--- src/hw/rtl/sadma_pkg.sv ---
`default_nettype none

package sadma_pkg;

    // Widths of the configuration port.
    localparam int CFG_DATA_W  = 16;
    localparam int CFG_INDEX_W = 2;

    // Sprite copy length in bus cycles: one get and one put per byte.
    localparam int SPRITE_BYTES = 256;
    localparam logic [9:0] SPRITE_CYCLES = 10'(2 * SPRITE_BYTES);

    // Bus addresses of interest.
    localparam logic [15:0] ADDR_SPRITE_DMA   = 16'h4014;
    localparam logic [15:0] ADDR_CONFLICT_LO  = 16'h4015;
    localparam logic [15:0] ADDR_CONFLICT_HI  = 16'h4017;
    localparam logic [15:0] SAMPLE_BASE       = 16'h8000;
    localparam logic [15:0] CONFLICT_PAGEMASK = 16'hFFE0;

    // Configuration register indexes.
    typedef enum logic [CFG_INDEX_W-1:0] {
        REG_START_ADDRESS = 2'd0,
        REG_LENGTH_BYTES  = 2'd1,
        REG_LOOP_ENABLE   = 2'd2,
        REG_IRQ_ENABLE    = 2'd3
    } sadma_reg_t;

    // Configuration register contents.
    typedef struct packed {
        logic [15:0] start_address;
        logic [11:0] length_bytes;
        logic        loop_enable;
        logic        irq_enable;
    } sadma_cfg_t;

    // One input word.
    typedef struct packed {
        logic        sample_buffer_empty;
        logic        sample_restart;
        logic        halted_before_step;
        logic        halted_after_step;
        logic [15:0] cpu_bus_address;
        logic        cpu_is_write;
        logic [7:0]  bus_data;
        logic [7:0]  sprite_start_index;
    } sadma_in_t;

    // One result word.
    typedef struct packed {
        logic        cpu_ready;
        logic [15:0] effective_address;
        logic        access_granted;
        logic        sprite_write;
        logic [7:0]  sprite_index;
        logic [7:0]  sprite_byte;
        logic        sample_fetch;
        logic [15:0] sample_fetch_address;
        logic        sample_irq_set;
    } sadma_out_t;

endpackage

`default_nettype wire

--- src/hw/rtl/sadma_cfg.sv ---
`default_nettype none

module sadma_cfg (
    input  logic                                 clk,
    input  logic                                 rst_n,
    input  logic                                 cfg_we,
    input  logic [sadma_pkg::CFG_INDEX_W-1:0]    cfg_index,
    input  logic [sadma_pkg::CFG_DATA_W-1:0]     cfg_wdata,
    output sadma_pkg::sadma_cfg_t                cfg
);
    import sadma_pkg::*;

    sadma_cfg_t cfg_reg;
    sadma_cfg_t cfg_next;

    // Decode one register write.
    always_comb
    begin
        cfg_next = cfg_reg;
        if (cfg_we)
        begin
            unique case (sadma_reg_t'(cfg_index))
                REG_START_ADDRESS: cfg_next.start_address = cfg_wdata;
                REG_LENGTH_BYTES:  cfg_next.length_bytes  = cfg_wdata[11:0];
                REG_LOOP_ENABLE:   cfg_next.loop_enable   = cfg_wdata[0];
                REG_IRQ_ENABLE:    cfg_next.irq_enable    = cfg_wdata[0];
                default:           cfg_next = cfg_reg;
            endcase
        end
    end

    always_ff @(posedge clk or negedge rst_n)
    begin
        if (!rst_n)
        begin
            cfg_reg.start_address <= 16'hC000;
            cfg_reg.length_bytes  <= 12'd1;
            cfg_reg.loop_enable   <= 1'b0;
            cfg_reg.irq_enable    <= 1'b0;
        end
        else
        begin
            cfg_reg <= cfg_next;
        end
    end

    assign cfg = cfg_reg;

endmodule

`default_nettype wire

--- src/hw/rtl/sadma_engine.sv ---
`default_nettype none

module sadma_engine (
    input  logic                  clk,
    input  logic                  rst_n,
    input  logic                  step,
    input  sadma_pkg::sadma_in_t  item,
    input  sadma_pkg::sadma_cfg_t cfg,
    output sadma_pkg::sadma_out_t res
);
    import sadma_pkg::*;

    // Engine state.
    logic        odd_reg,        odd_next;
    logic        spr_active_reg, spr_active_next;
    logic [9:0]  spr_cycle_reg,  spr_cycle_next;
    logic [15:0] spr_source_reg, spr_source_next;
    logic [7:0]  spr_dest_reg,   spr_dest_next;
    logic        smp_active_reg, smp_active_next;
    logic [1:0]  smp_dummy_reg,  smp_dummy_next;
    logic [15:0] smp_source_reg, smp_source_next;
    logic [15:0] smp_current_reg, smp_current_next;
    logic [11:0] smp_remain_reg, smp_remain_next;

    logic        ready;
    logic        granted;
    logic        fetch;
    logic        spr_run;
    logic [15:0] conflict_addr;

    // Work for one bus cycle: sample restart and arm, engine arbitration, sprite copy, sprite start.
    always_comb
    begin
        odd_next         = ~odd_reg;
        spr_active_next  = spr_active_reg;
        spr_cycle_next   = spr_cycle_reg;
        spr_source_next  = spr_source_reg;
        spr_dest_next    = spr_dest_reg;
        smp_active_next  = smp_active_reg;
        smp_dummy_next   = smp_dummy_reg;
        smp_source_next  = smp_source_reg;
        smp_current_next = smp_current_reg;
        smp_remain_next  = smp_remain_reg;
        res              = '0;
        res.effective_address = item.cpu_bus_address;
        granted          = 1'b1;
        fetch            = 1'b1;
        spr_run          = 1'b0;

        // Restart loads the sample pointer and count.
        if (item.sample_restart)
        begin
            smp_current_next = cfg.start_address | SAMPLE_BASE;
            smp_remain_next  = cfg.length_bytes;
        end

        // Arm the sample engine when the buffer runs dry.
        if (!smp_active_reg && item.sample_buffer_empty && (smp_remain_next != 12'd0))
        begin
            smp_active_next = 1'b1;
            smp_dummy_next  = {1'b0, item.halted_before_step} + 2'd1;
            smp_source_next = smp_current_next;
        end
        if (smp_active_next && (smp_remain_next == 12'd0))
        begin
            smp_active_next = 1'b0;
        end

        ready = !(smp_active_next || spr_active_reg);
        conflict_addr = (item.cpu_bus_address & CONFLICT_PAGEMASK)
                        | {11'd0, smp_source_next[4:0]};

        // Decide who owns the bus this cycle.
        if (ready || !item.halted_after_step)
        begin
            granted = 1'b1;
        end
        else if (smp_active_next)
        begin
            if (smp_dummy_next != 2'd0)
            begin
                smp_dummy_next = smp_dummy_next - 2'd1;
                fetch = 1'b0;
            end
            if (odd_reg)
            begin
                fetch = 1'b0;
            end
            if (!fetch)
            begin
                spr_run = spr_active_reg;
                granted = 1'b1;
            end
            else
            begin
                res.sample_fetch         = 1'b1;
                res.sample_fetch_address = smp_source_next;
                smp_remain_next  = smp_remain_next - 12'd1;
                smp_current_next = {1'b1, smp_current_next[14:0] + 15'd1};
                if (smp_remain_next == 12'd0)
                begin
                    if (cfg.loop_enable)
                    begin
                        smp_current_next = cfg.start_address | SAMPLE_BASE;
                        smp_remain_next  = cfg.length_bytes;
                    end
                    else
                    begin
                        res.sample_irq_set = cfg.irq_enable;
                    end
                end
                smp_active_next = 1'b0;
                if ((conflict_addr >= ADDR_CONFLICT_LO) && (conflict_addr <= ADDR_CONFLICT_HI))
                begin
                    res.effective_address = conflict_addr;
                    granted = 1'b1;
                end
                else
                begin
                    granted = 1'b0;
                end
            end
        end
        else
        begin
            spr_run = 1'b1;
        end

        // One sprite get or put cycle, held off until parity matches.
        if (spr_run)
        begin
            if (odd_reg != spr_cycle_reg[0])
            begin
                granted = 1'b1;
            end
            else
            begin
                if (spr_cycle_reg[0])
                begin
                    res.sprite_write = 1'b1;
                    res.sprite_index = spr_dest_reg;
                    res.sprite_byte  = item.bus_data;
                    spr_dest_next    = spr_dest_reg + 8'd1;
                    granted          = 1'b0;
                end
                else
                begin
                    res.effective_address = spr_source_reg;
                    spr_source_next       = spr_source_reg + 16'd1;
                    granted               = 1'b1;
                end
                spr_cycle_next = spr_cycle_reg + 10'd1;
                if (spr_cycle_next == SPRITE_CYCLES)
                begin
                    spr_active_next = 1'b0;
                end
            end
        end

        // A granted write to the sprite DMA register starts or restarts the copy.
        if (granted && item.cpu_is_write && (res.effective_address == ADDR_SPRITE_DMA))
        begin
            spr_active_next = 1'b1;
            spr_cycle_next  = 10'd0;
            spr_source_next = {item.bus_data, 8'd0};
            spr_dest_next   = item.sprite_start_index;
        end

        res.cpu_ready      = ready;
        res.access_granted = granted;
    end

    always_ff @(posedge clk or negedge rst_n)
    begin
        if (!rst_n)
        begin
            odd_reg         <= 1'b1;
            spr_active_reg  <= 1'b0;
            spr_cycle_reg   <= 10'd0;
            spr_source_reg  <= 16'd0;
            spr_dest_reg    <= 8'd0;
            smp_active_reg  <= 1'b0;
            smp_dummy_reg   <= 2'd0;
            smp_source_reg  <= 16'd0;
            smp_current_reg <= 16'hC000;
            smp_remain_reg  <= 12'd0;
        end
        else if (step)
        begin
            odd_reg         <= odd_next;
            spr_active_reg  <= spr_active_next;
            spr_cycle_reg   <= spr_cycle_next;
            spr_source_reg  <= spr_source_next;
            spr_dest_reg    <= spr_dest_next;
            smp_active_reg  <= smp_active_next;
            smp_dummy_reg   <= smp_dummy_next;
            smp_source_reg  <= smp_source_next;
            smp_current_reg <= smp_current_next;
            smp_remain_reg  <= smp_remain_next;
        end
    end

endmodule

`default_nettype wire

--- src/hw/rtl/sprite_and_sample_dma_unit.sv ---
`default_nettype none

// Sprite and sample DMA controller, evaluated once per CPU bus cycle. Each input
// word describes one bus cycle; each produces exactly one result word with the
// ready line, the effective bus address, the access grant and any sprite memory
// write or sample fetch. One word is taken every clock unless in_stall is high;
// a word is registered at the input, worked through the engine logic and
// registered at the output. While a result waits there, an empty input register
// still takes a new word. Configuration registers are written through cfg_we,
// cfg_index and cfg_wdata (0 start address, 1 length, 2 loop enable, 3 interrupt
// enable), by the user only while idle; the block does not enforce this.
module sprite_and_sample_dma_unit (
    input  logic        clk,
    input  logic        rst_n,
    // Configuration write port.
    input  logic        cfg_we,
    input  logic [1:0]  cfg_index,
    input  logic [15:0] cfg_wdata,
    // Input channel.
    input  logic        in_valid,
    output logic        in_stall,
    input  logic        sample_buffer_empty,
    input  logic        sample_restart,
    input  logic        halted_before_step,
    input  logic        halted_after_step,
    input  logic [15:0] cpu_bus_address,
    input  logic        cpu_is_write,
    input  logic [7:0]  bus_data,
    input  logic [7:0]  sprite_start_index,
    // Output channel.
    output logic        out_valid,
    input  logic        out_stall,
    output logic        cpu_ready,
    output logic [15:0] effective_address,
    output logic        access_granted,
    output logic        sprite_write,
    output logic [7:0]  sprite_index,
    output logic [7:0]  sprite_byte,
    output logic        sample_fetch,
    output logic [15:0] sample_fetch_address,
    output logic        sample_irq_set
);
    import sadma_pkg::*;

    sadma_cfg_t cfg;
    sadma_in_t  item_reg;
    sadma_out_t res;
    sadma_out_t res_reg;
    logic       in_valid_reg;
    logic       out_valid_reg;
    logic       advance;
    logic       step;

    // Configuration registers.
    sadma_cfg u_cfg (
        .clk       (clk),
        .rst_n     (rst_n),
        .cfg_we    (cfg_we),
        .cfg_index (cfg_index),
        .cfg_wdata (cfg_wdata),
        .cfg       (cfg)
    );

    // Pipeline flow: the output register frees up when empty or taken.
    assign advance  = !out_valid_reg || !out_stall;
    assign step     = in_valid_reg && advance;
    assign in_stall = in_valid_reg && !advance;

    // Engine logic and state.
    sadma_engine u_engine (
        .clk   (clk),
        .rst_n (rst_n),
        .step  (step),
        .item  (item_reg),
        .cfg   (cfg),
        .res   (res)
    );

    // Valid flags.
    always_ff @(posedge clk or negedge rst_n)
    begin
        if (!rst_n)
        begin
            in_valid_reg  <= 1'b0;
            out_valid_reg <= 1'b0;
        end
        else
        begin
            if (!in_stall)
            begin
                in_valid_reg <= in_valid;
            end
            if (advance)
            begin
                out_valid_reg <= in_valid_reg;
            end
        end
    end

    // Payload registers.
    always_ff @(posedge clk)
    begin
        if (!in_stall && in_valid)
        begin
            item_reg.sample_buffer_empty <= sample_buffer_empty;
            item_reg.sample_restart      <= sample_restart;
            item_reg.halted_before_step  <= halted_before_step;
            item_reg.halted_after_step   <= halted_after_step;
            item_reg.cpu_bus_address     <= cpu_bus_address;
            item_reg.cpu_is_write        <= cpu_is_write;
            item_reg.bus_data            <= bus_data;
            item_reg.sprite_start_index  <= sprite_start_index;
        end
        if (step)
        begin
            res_reg <= res;
        end
    end

    assign out_valid            = out_valid_reg;
    assign cpu_ready            = res_reg.cpu_ready;
    assign effective_address    = res_reg.effective_address;
    assign access_granted       = res_reg.access_granted;
    assign sprite_write         = res_reg.sprite_write;
    assign sprite_index         = res_reg.sprite_index;
    assign sprite_byte          = res_reg.sprite_byte;
    assign sample_fetch         = res_reg.sample_fetch;
    assign sample_fetch_address = res_reg.sample_fetch_address;
    assign sample_irq_set       = res_reg.sample_irq_set;

endmodule

`default_nettype wire

--- config.mk ---
export PLATFORM = sky130hd
export DESIGN_NAME = sprite_and_sample_dma_unit
export DESIGN_NICKNAME = d
export VERILOG_FILES = /design/src/hw/rtl/sadma_pkg.sv /design/src/hw/rtl/sadma_cfg.sv /design/src/hw/rtl/sadma_engine.sv /design/src/hw/rtl/sprite_and_sample_dma_unit.sv
export SDC_FILE = /design/constraint.sdc
export NUM_CORES = 1
export LEC_CHECK = 0
export BUFFER_PORTS_ARGS = -buffer_cell sky130_fd_sc_hd__buf_4
export CORE_ASPECT_RATIO = 1.4
export CORE_UTILIZATION = 45
export CTS_CLUSTER_DIAMETER = 80
export CTS_CLUSTER_SIZE = 8
export DETAILED_ROUTE_END_ITERATION = 16
export PLACE_DENSITY = 0.74
export SLEW_MARGIN = 20
export SYNTH_ARGS = -nofsm -noshare
export SYNTH_HDL_FRONTEND = slang
export SYNTH_SLANG_ARGS = --single-unit
--- constraint.sdc ---
create_clock -name clk -period 5.4 [get_ports clk]
set_input_delay 0.81 -clock clk [delete_from_list [all_inputs] [get_ports clk]]
set_output_delay 0.81 -clock clk [all_outputs]
set_load 0.1 [all_outputs]
After elaboration in Yosys (flattened, before gate mapping):

Cells that the tools add are included.

* output and inout port bits: 55
* memory bits (read-only): 0
* memories: 0
* bits in registers: 204
* RAM bits: 0
* input port bits: 60
* word-level logic and storage cells: 159
* bits in latches: 0

* multiplexer cells: 62
* div/mod/pow operators: 0
* equality and inequality tests: 8
* shifts and indexed selects: 0
* bitwise gates (word level): 7
* add/subtract/negate cells: 7
* magnitude comparators: 2
* reduce and logical (&&, ||, !) cells: 40
* multiply operators: 0

Operator list (count)
* $mux W16: 17
* $mux W12: 6
* $mux W8: 4
* $mux W10: 3
* $mux W1: 25
* $logic_not A12 Y1: 2
* $mux W18: 1
* $mux W17: 1
* $add A16 B1 Y16 const B: 1
* $eq A16 B15 Y1 const B: 1
* $ge A16 B15 Y1 const B: 1
* $le A16 B15 Y1 const B: 1
* $or A16 B5 Y16: 1
* $add A15 B1 Y15 const B: 1
* $mux W15: 1
* $reduce_and A4 Y1: 3
* $reduce_bool A12 Y1: 1
* $sub A12 B1 Y12 const B: 1
* $add A10 B1 Y10 const B: 1
* $eq A10 B10 Y1 const B: 1
* $logic_and A1 B1 Y1: 9
* $add A8 B1 Y8 const B: 1
* $mux W2: 4
* $reduce_and A2 Y1: 4
* 15 further kinds: 35

Longest topological paths before layout:

Gate-level depths: netlist of the first run.

* depth in word-level cells: 20
* gate-level depth with buffers: 21
* gate-level depth less buffers: 13

Hierarchy:

A second synthesis of the first run with hierarchy kept.

* cells, all modules: 1004
* area total of the unflattened synthesis: 10517.6 um2

Modules (own cells, without submodules)
* sadma_engine: area each 6568.8 um2, instances 1, seq. area each 2080.7 um2, cells an instance 840
* sprite_and_sample_dma_unit: area each 2795.2 um2, instances 1, seq. area each 2752.6 um2, cells an instance 98
* sadma_cfg: area each 1153.6 um2, instances 1, seq. area each 754.5 um2, cells an instance 66

Worst setup path after synthesis of the first run:

OpenSTA, ideal clock, no wires.

* path type: reg2reg
* from: reg item_reg[35] in the netlist's numbering
* to: reg u_engine.spr_dest_reg[1]
* setup time: 0.225 ns
* required time: 5.175 ns
* path buffers: 8
* setup slack: 0.821 ns
* arrival: 4.354 ns
* cell stages (with the launch flop): 21
* clock period less this slack: 4.579 ns
* path through: edfxtp_1 buf_4 buf_6 buf_6 buf_2 buf_1 buf_1 mux2i_1 ha_1 nor4b_2 o22ai_2 o311a_1 nand2_2 inv_2 and2_1 o41ai_2 nand3_1 buf_2 buf_6 o22ai_1 a21oi_1

* word-level cells in the longest chain between the ends: 19
* elaborated cells on any way between the ends: 45
* those cells by class: 2 x order compare; 2 x eq/ne; 26 x mux; 1 x bitwise; 14 x reduce/logical

Ends and longest elaborated chain
* start, declared: line sprite_and_sample_dma_unit.sv:46 `sadma_in_t item_reg;`
* parallel branches: the longest is 19 deep, another holds $ge A16 B15 Y1
* end signal, assigned: line sadma_engine.sv:194 `spr_dest_reg <= spr_dest_next;`
* end, declared: line sadma_engine.sv:18 `logic [7:0] spr_dest_reg, spr_dest_next;`

Several ways; the timed one is not identified. The select of a mux whose other input is x is not followed.
A chain may end at the register's enable or synchronous reset.

Worst setup path in the final report of the first run:

* from: reg item_reg[35] in the netlist's numbering
* to: reg u_engine.spr_source_reg[9]

* word-level cells in the longest chain between the ends: 19
* elaborated cells on any way between the ends: 45
* those cells by class: 2 x order compare; 3 x eq/ne; 26 x mux; 1 x bitwise; 13 x reduce/logical

Ends and longest elaborated chain
* parallel branches: the longest is 19 deep, another holds $ge A16 B15 Y1
* end signal, assigned: line sadma_engine.sv:193 `spr_source_reg <= spr_source_next;`
* end, declared: line sadma_engine.sv:17 `logic [15:0] spr_source_reg, spr_source_next;`

Several ways; the timed one is not identified. The select of a mux whose other input is x is not followed.

==> impl_metrics.yaml, run 1 <==
critical_path:
  cp_slowest_cell: "o311ai_0"
  cp_common_cell: "a21oi_1"
  end_kind: "register"
  r2r_slack_ps: 1200
  cp_top_family: "simple AND/OR/NAND/NOR gates"
  rr_startpoint: "item_reg[35]"
  slowest_delay_ps: 780
  crit_fanout: 23
  crit_arrival_ps: 4650
  ff2ff_path_depth: 11
  rr_endpoint: "u_engine.spr_source_reg[9]"
  path_buf_inv: 0
  cp.required_ps: 5850
  start_kind: "register"
  cp_cell_sequence: "mux2i_1, ha_1, nor4b_2, o22ai_2, o311ai_0, nand2_1, nor3_1, nand3_1, a21oi_1, nor2_1, a21oi_1"
  path_class: "register to register"
sta:
  fmax_mhz: 238.1
  tns_ps: 0
  skew_ps: 17.05
  finalMaxSlewViolations: 0
  period_minus_slack_ps: 4200
  rsz0062_at_grt: "no"
  holdWs_ps: 435.0
  hold_viol_final: 0
  fin_crit_sh: 0.7779
  setup_viol: 0
  worst_slew_pin_slew_ps: 1009
  relSlewSlack: 0.3275
cells_and_area:
  largest_reg_flops: 37
  fin_nets: 1163
  fin_area_um2: 12230
  syn_to_final_growth_pct: 19.10
  instances_no_fill: 1419
  layout-drive-gt1-share: 0.2013
  num_antenna_cells: 0
floorplanning:
  initial_core_util: 0.4575
  core_area_um2: 22450
  die_h_um: 180.7
  dieArea_um2: 23440
  rows: 65
  die-width_um: 129.7
  io_pins: 115
routing:
  finalWirelength_um: 24540
  vias_per_cell: 5.748
  vias: 8157
  ant_nets: 0
  drt-initial-drc-count: 576
  wl_per_cell_um: 17.29
  drt-pass1-iter-count: 5
  drc: 0
synth:
  synth_top_cell_by_area: "dfrtp_1"
  ys_seq_elements: 204
  synthArstFlopShare: 0.5588
  synth_xor_area_frac: 0.01109
  ys_top_cells_by_area: "dfrtp_1 27%, edfxtp_1 26%, nand2_1 4.3%, mux2_2 3.6%, o21ai_0 3.6%"
  synthSimpleGateAreaFrac: 0.1988
  syn_inst: 985
  avgSynthCellArea_um2: 10.43
  synth_fa_ha_area_frac: 0.008528
  synth_nets: 1052
  yosys_warnings: 0
  ys_seq_area_frac: 0.5415
  ys.flop_type: "dfrtp_1"
  synthTopCellsByCount: "119 x nand2_1, 109 x dfrtp_1, 90 x edfxtp_1"
  syn_area_um2: 10270
  synth_edf_count: 90
  yosysMostFrequentCell: "nand2_1"
  yosysUniqueCellTypes: 77
  synth_compound_area_frac: 0.1541
  muxShareOfSynthArea: 0.05409
  synth_top_area_frac: 0.2656
  synth_top_family_by_area: "simple AND/OR/NAND/NOR gates"
power_and_ir_drop:
  ir_worst_vdd_mv: 0.2505
  p_sw_mw: 1.625
  pwr-share-seq: 0.425
  pwr-share-clk: 0.337
  p_int_mw: 3.341
  switching_share: 0.3272
  power_frac_comb: 0.238
  power_density_nw_per_um2: 406.0
  total_power_mw: 4.966
  p_leak_nw: 4.921
placed_design:
  place_area_um2: 11390
  io_buffers: 113
  dp_hpwl_um: 16480
  dp_cells: 1366
  gp_congestion: 0.8934
clocking:
  clock_tree.root_cell: "clkbuf_16"
  post_cts_resized: 0
  clock_sinks: 204
  ctsHoldBuffers: 0
  cts_tree: "done"
  insertion_delay_ps: 530
  htree_levels: 1
  cts_setup_buffers: 0
  cts_buffers: 29
  cts_buffer_depth: 3
  clk_pin_slew_ps: 60
worst_hold_path:
  hp-class: "input port to async pin"
global_routing:
  antenna_found_initial: 0
  grt_pass1_vias: 8121
  grtUsageTotal: 0.2112
  grt_max_degree: 68
  grt_pass1_wl_um: 39590
  grt-ovfl-total: 0
flow_run:
  drv_cap: 0
status:
  status: "complete, no violations"
[worst register-to-register path, delay by kind of cell (launching register included)]
kind / cells / cell delay [ps]
simple gates: 5 / 1770
compound gates: 4 / 1280
flops: 1 / 450
fa+ha+maj: 1 / 320
mux: 1 / 310
[cell type report]
type | count | area [um^2]
multi-input cells | 712 | 4399
fillers | 1998 | 10210
flip-flops and latches | 204 | 5562
inverters | 18 | 68.82
clock buffers | 52 | 812.0
repair buffers | 131 | 983.4
well taps | 301 | 376.6
clock inverters | 1 | 30.03
[layout by cell type, fill, tap and decap left out, drive strengths merged, types with 7 or more instances in the layout]
cell type,instances
a31oi,9
nor4,12
o31ai,11
dfrtp,109
xnor2,7
nand3b,7
a21oi,67
nor3,34
a32o,7
nand2b,13
inv,17
and4,7
ha,7
nand2,120
nor2b,9
a21o,7
mux2,33
buf,131
mux2i,18
and3,15
and2,38
nor2,65
edfxtp,90
clkbuf,52
o22ai,10
o21ai,77
nor3b,7
nand3,42
[routing by layer]
metal  routed length [um]  vias up  global-route usage
li1                     -     3870                   -
met3                 1236       63             0.03287
met5                    0        -                   0
met1                 9561     3959              0.2421
met2                13020      265              0.3893
met4                  716        0             0.07581
[worst max-delay path by stage]
stage          cells past startpoint         start                         end  slack [ps]
6_report                          11  item_reg[35]  u_engine.spr_source_reg[9]        1200
5_1_grt                           11  item_reg[35]  u_engine.spr_source_reg[9]         780
4_1_cts                           11  item_reg[35]  u_engine.spr_source_reg[9]        1200
3_5_place_dp                      11  item_reg[35]  u_engine.spr_source_reg[9]        1220
3_3_place_gp                      11  item_reg[35]  u_engine.spr_source_reg[9]        1360
2_1_floorplan                     20  item_reg[35]    u_engine.spr_dest_reg[1]         820
[stage by stage]
step,setup slack (ps),utilization
finish,1200,0.5449
global route,778.9,0.5449
CTS,1201,0.5449
detailed placement,1220,0.5074
global placement,1357,0.5074
floorplan,820.8,-
[cell families after synthesis]
logic type,count (synthesis)
AO/OA/AOI/OAI,246
XOR/XNOR,13
adder cells (fa/ha/maj),7
buffers and inverters,69
flip-flops,204
multiplexers,51
AND/OR/NAND/NOR,395
[power by group through the flow]
stage | Clock (mW) | Combinational [mW] | Sequential (mW)
after floorplan | 0 | 0.646 | 2.32
after global routing | 1.78 | 1.28 | 2.14
after CTS | 1.71 | 1.18 | 2.11
final | 1.68 | 1.18 | 2.11
after detailed placement | 0 | 1.18 | 2.13
after global placement | 0 | 1.15 | 2.12
(Power assumes the default switching activity.)
==> run 2, diff against run 1 <==
--- a/config.mk
+++ b/config.mk
@@ -11,7 +11,7 @@
 export CTS_CLUSTER_DIAMETER = 80
 export CTS_CLUSTER_SIZE = 8
 export DETAILED_ROUTE_END_ITERATION = 16
-export PLACE_DENSITY = 0.74
+export PLACE_DENSITY = 0.76
 export SLEW_MARGIN = 20
 export SYNTH_ARGS = -nofsm -noshare
 export SYNTH_HDL_FRONTEND = slang
==> constraint.sdc (replaced) <==
create_clock -name clk -period 3.7 [get_ports clk]
set_input_delay 0.555 -clock clk [delete_from_list [all_inputs] [get_ports clk]]
set_output_delay 0.555 -clock clk [all_outputs]
set_load 0.1 [all_outputs]
==> run 2 against run 1 <==
  * First-iteration DRC count is 36% higher
  * Via count rose by 2.1%
  * Sequential share of layout area shrank 1.3 points
  * Worst hold slack got worse by 380 ps
  * Final cell count increased by 1.7%
  * Fmax up 21%
  * Total power up 49%
  * Sequential power rose by 47%
  * Routed wire length up 3.5%
==> impl_metrics.yaml, run 2 (synthesized netlist as in run 1, its figures left out) <==
status:
  status: "complete, no violations"
critical_path:
  path_buf_inv: 1
  cp.required_ps: 4160
  worst-path-stages: 12
  path_class: "register to register"
  cp_common_cell: "or4_1"
  crit_arrival_ps: 3950
  start_kind: "register"
  end_kind: "register"
  r2r_slack_ps: 220
  crit_fanout: 8
  cp_top_family: "simple AND/OR/NAND/NOR gates"
  cp_slowest_cell: "edfxtp_1"
  cp_cell_sequence: "mux2i_2, ha_4, nor4b_4, o22ai_4, or4_1, and2_4, nor3_4, buf_4, and4_4, nor4_1, or4_1, nor2_1"
  ff2ff_path_depth: 12
  slowest_delay_ps: 550
global_routing:
  grt_pass1_wl_um: 41080
  grt-ovfl-total: 0
  grtUsageTotal: 0.2202
  grt_max_degree: 69
  grt_pass1_vias: 8248
  antenna_found_initial: 0
clocking:
  clock_tree.root_cell: "clkbuf_16"
  ctsHoldBuffers: 0
  cts_tree: "done"
  cts_buffers: 29
  htree_levels: 1
  clk_pin_slew_ps: 50
  clock_sinks: 204
  insertion_delay_ps: 540
  cts_buffer_depth: 3
cells_and_area:
  fin_nets: 1188
  fillCellCount: 1980
  fin_area_um2: 12590
  final_common_cell: "buf_4"
  mostFrequentLayoutCells: "151 x buf_4, 116 x nand2_1, 109 x dfrtp_1"
  layout-drive-gt1-share: 0.2347
  num_antenna_cells: 0
  largest_reg_flops: 37
  instances_no_fill: 1443
  syn_to_final_growth_pct: 22.59
routing:
  vias: 8328
  wl_per_cell_um: 17.60
  ant_nets: 0
  drt-pass1-iter-count: 6
  drt-initial-drc-count: 783
  drc: 0
  finalWirelength_um: 25400
  vias_per_cell: 5.771
sta:
  fin_ws_ps: 217.7
  finalMaxSlewViolations: 0
  fmax_mhz: 287.2
  worst_slew_pin_slew_ps: 1000
  period_minus_slack_ps: 3482
  skew_ps: 18.78
  relSlewSlack: 0.3333
  fin_crit_sh: 0.9412
  tns_ps: 0
  setup_viol: 0
  hold_viol_final: 0
placed_design:
  io_buffers: 113
  dp_hpwl_um: 17210
  place_area_um2: 11700
  gp_congestion: 0.9047
  dp_cells: 1387
  post-place-ws_ps: 134.5
floorplanning:
  rows: 65
  core_area_um2: 22450
  die-width_um: 129.7
  initial_core_util: 0.4575
  io_pins: 115
  die_h_um: 180.7
  dieArea_um2: 23440
power_and_ir_drop:
  power_density_nw_per_um2: 587.2
  p_leak_nw: 5.082
  total_power_mw: 7.393
  ir_worst_vdd_mv: 0.3605
flow_run:
  drv_cap: 0
worst_hold_path:
  hp-class: "input port to async pin"
-- run 2: metal layers --
layer  wire, um  track usage  vias to the layer above
li1           -            -                     3931
met1      10110       0.2613                     4058
met2      13000       0.3880                      280
met3       1497      0.03790                       59
met4        790      0.09116                        0
met5          0            0                        -
-- run 2: cell type report --
class                   count  area (um^2)  share of cell area
inverters                  18        71.32            0.005665
repair buffers            156         1225             0.09730
clock buffers              50        804.5             0.06390
multi-input cells         712         4512              0.3584
flip-flops and latches    204         5562              0.4418
clock inverters             2        38.79            0.003081
well taps                 301        376.6             0.02991
-- run 2: power breakdown --
part / total, mW / switching, mW / leakage [nW] / internal (mW)
Combinational: 1.83 / 1.16 / 2.37 / 0.663
Clock: 2.46 / 0.938 / 0.401 / 1.52
Sequential: 3.11 / 0.346 / 2.31 / 2.76
Total: 7.39 / 2.45 / 5.08 / 4.95
-- run 2: per-stage QoR --
stage	hold WS, ps	utilization
5_1_grt	88.58	0.5609
4_1_cts	66.60	0.5587
3_3_place_gp	457.4	0.5211
2_1_floorplan	259.4	-
3_5_place_dp	466.5	0.5211
6_report	52.77	0.5609
-- run 2: final timing paths --
check	startpoint	endpoint
min	rst_n	u_engine.smp_remain_reg[1]
max reg2reg	item_reg[35]	u_engine.smp_current_reg[5]
min reg2reg	u_engine.smp_source_reg[8]	u_engine.smp_source_reg[8]
max in group asynchronous	rst_n	u_engine.smp_current_reg[14]
min in group clk	sample_restart	item_reg[35]
max	item_reg[35]	u_engine.smp_current_reg[5]
-- run 2: worst reg2reg max path, stage by stage (launching register included) --
cell	delay, ps
edfxtp_1	550
mux2i_2	370
ha_4	220
nor4b_4	280
o22ai_4	170
or4_1	440
and2_4	200
nor3_4	120
buf_4	130
and4_4	280
nor4_1	60
or4_1	470
nor2_1	110
-- run 2: timing repair --
item / in CTS / in global routing
endpoints found under the hold margin: 0 / 0
setup buffers: 0 / 4
resized for setup: 0 / 4
endpoints found under the setup margin: 0 / 42
==> run 3, diff against run 2 <==
--- a/config.mk
+++ b/config.mk
@@ -11,7 +11,7 @@
 export CTS_CLUSTER_DIAMETER = 80
 export CTS_CLUSTER_SIZE = 8
 export DETAILED_ROUTE_END_ITERATION = 16
-export PLACE_DENSITY = 0.76
+export PLACE_DENSITY = 0.66
 export SLEW_MARGIN = 20
 export SYNTH_ARGS = -nofsm -noshare
 export SYNTH_HDL_FRONTEND = slang
==> run 3 against run 2 <==
  * Clock power is 3% lower
  * Clock-buffer cell count is 2 higher
  * First-iteration DRC count is 33% lower
  * Utilization is 0.15 points lower
  * Die area stayed put
  * Worst hold slack better by 74 ps
  * Critical path depth is 2 lower
  * Clock skew is 1.2 ps higher
==> impl_metrics.yaml, run 3 (synthesized netlist as in run 1, its figures left out) <==
status:
  status: "complete, no violations"
sta:
  period_minus_slack_ps: 3511
  rsz0062_at_grt: "no"
  holdWs_ps: 127.2
  hold_viol_final: 0
  relSlewSlack: 0.3905
  worst_slew_pin_slew_ps: 914.3
  fin_crit_sh: 0.9489
  fmax_mhz: 284.8
  setup_viol: 0
  finalMaxSlewViolations: 0
  skew_ps: 20.03
power_and_ir_drop:
  p_sw_mw: 2.403
  ir_worst_vdd_mv: 0.4258
  pwr-share-clk: 0.327
  p_int_mw: 4.881
  p_leak_nw: 5.074
  switching_share: 0.3299
  pwr-share-seq: 0.425
  power_density_nw_per_um2: 580.2
  power_frac_comb: 0.248
critical_path:
  crit_fanout: 12
  start_kind: "register"
  crit_arrival_ps: 3900
  ff2ff_path_depth: 10
  cp_slowest_cell: "or4_1"
  rr_endpoint: "u_engine.smp_current_reg[8]"
  path_class: "register to register"
  slowest_delay_ps: 580
  r2r_slack_ps: 190
  cp.required_ps: 4090
  cp_cell_sequence: "buf_4, or4_1, a2bb2o_4, nor4_1, xor2_1, mux2i_2, and4_4, a211oi_1, o22a_1, o41ai_1"
  end_kind: "register"
  rr_startpoint: "item_reg[35]"
floorplanning:
  die_h_um: 180.7
  dieArea_um2: 23440
  die-width_um: 129.7
  io_pins: 115
  initial_core_util: 0.4575
  rows: 65
  core_area_um2: 22450
cells_and_area:
  syn_to_final_growth_pct: 22.26
  final_common_cell: "buf_4"
  layout-drive-gt1-share: 0.2353
  mostFrequentLayoutCells: "152 x buf_4, 116 x nand2_1, 109 x dfrtp_1"
  largest_reg_flops: 37
  num_antenna_cells: 0
  fin_nets: 1187
  instances_no_fill: 1444
placed_design:
  io_buffers: 113
  dp_hpwl_um: 16880
  dp_cells: 1388
  gp_congestion: 0.8349
routing:
  vias: 8122
  wl_per_cell_um: 16.97
  finalWirelength_um: 24500
  drt-initial-drc-count: 521
  drt-pass1-iter-count: 5
  drc: 0
  vias_per_cell: 5.625
  ant_nets: 0
global_routing:
  grtUsageTotal: 0.2125
  grt-ovfl-total: 0
  antenna_found_initial: 0
  grt_pass1_wl_um: 39700
  grt_pass1_vias: 7909
  grt_max_degree: 68
clocking:
  clock_sinks: 204
  cts_tree: "done"
  ctsHoldBuffers: 0
  clock_tree.root_cell: "clkbuf_16"
  cts_buffers: 29
  insertion_delay_ps: 530
  clk_pin_slew_ps: 50
  htree_levels: 1
  cts_buffer_depth: 3
worst_hold_path:
  hp-class: "input port to async pin"
flow_run:
  drv_cap: 0
run 3: changes by cell type in the layout (fill, tap and decap cells not counted), sizes merged:
cell    delta
bufinv     -1
buf        -1
clkinv     +1
clkbuf     +2
run 3: worst max path at each step:
stage / slack (ps) / to / cells past startpoint / from
5_1_grt: 20 / u_engine.smp_current_reg[8] / 10 / item_reg[35]
2_1_floorplan: -180 / u_engine.spr_dest_reg[1] / 20 / item_reg[35]
3_5_place_dp: 150 / u_engine.spr_source_reg[0] / 13 / item_reg[35]
6_report: 190 / u_engine.smp_current_reg[8] / 10 / item_reg[35]
4_1_cts: 110 / u_engine.spr_source_reg[0] / 13 / item_reg[35]
3_3_place_gp: 190 / u_engine.spr_source_reg[0] / 13 / item_reg[35]
run 3: worst max-delay path: cells and delay by family (launching register included):
kind,cells,cell delay [ps]
simple gates,3,1290
flops,1,500
mux,1,290
compound gates,4,940
xor+xnor,1,130
buf+inv,1,220
run 3: power by group through the flow:
stage,sequential [mW],combinational (mW),clock [mW]
final,3.10,1.81,2.38
after global routing,3.14,1.97,2.53
after CTS,3.09,1.79,2.45
after detailed placement,3.13,1.78,0
after global placement,3.12,1.76,0
after floorplan,3.40,0.999,0
run 3: cell type report:
cell class / count / area (um^2)
well taps: 301 / 376.6
clock inverters: 2 / 13.76
repair buffers: 155 / 1201
inverters: 18 / 71.32
fillers: 1986 / 9891
clock buffers: 52 / 812.0
flip-flops and latches: 204 / 5562
multi-input cells: 712 / 4519
run 3: per-layer routing:
metal  GRT usage  share of wire  up-vias
li1            -              -     3923
met1      0.2561           0.40     3933
met2      0.3842           0.52      214
met3     0.02399          0.042       52
met4     0.07674          0.029        0
met5           0              0        -
run 3: through the flow:
stage / power, mW / setup slack, ps / utilization / TNS [ps] / area, um^2
global route: 7.644 / 18.95 / 0.5594 / 0 / 12560
finish: 7.285 / 188.9 / 0.5594 / 0 / 12560
detailed placement: 4.912 / 153.9 / 0.5209 / 0 / 11690
floorplan: 4.398 / -175.0 / - / -2950 / 10430
CTS: 7.328 / 114.5 / 0.5577 / 0 / 12520
global placement: 4.882 / 190.9 / 0.5209 / 0 / 11690
run 3: what timing repair did:
item / in CTS / in global routing
endpoints found under the setup margin: 0 / 31
resized for setup: 0 / 5
hold endpoints to repair: 0 / 0
buffers inserted: 0 / 2
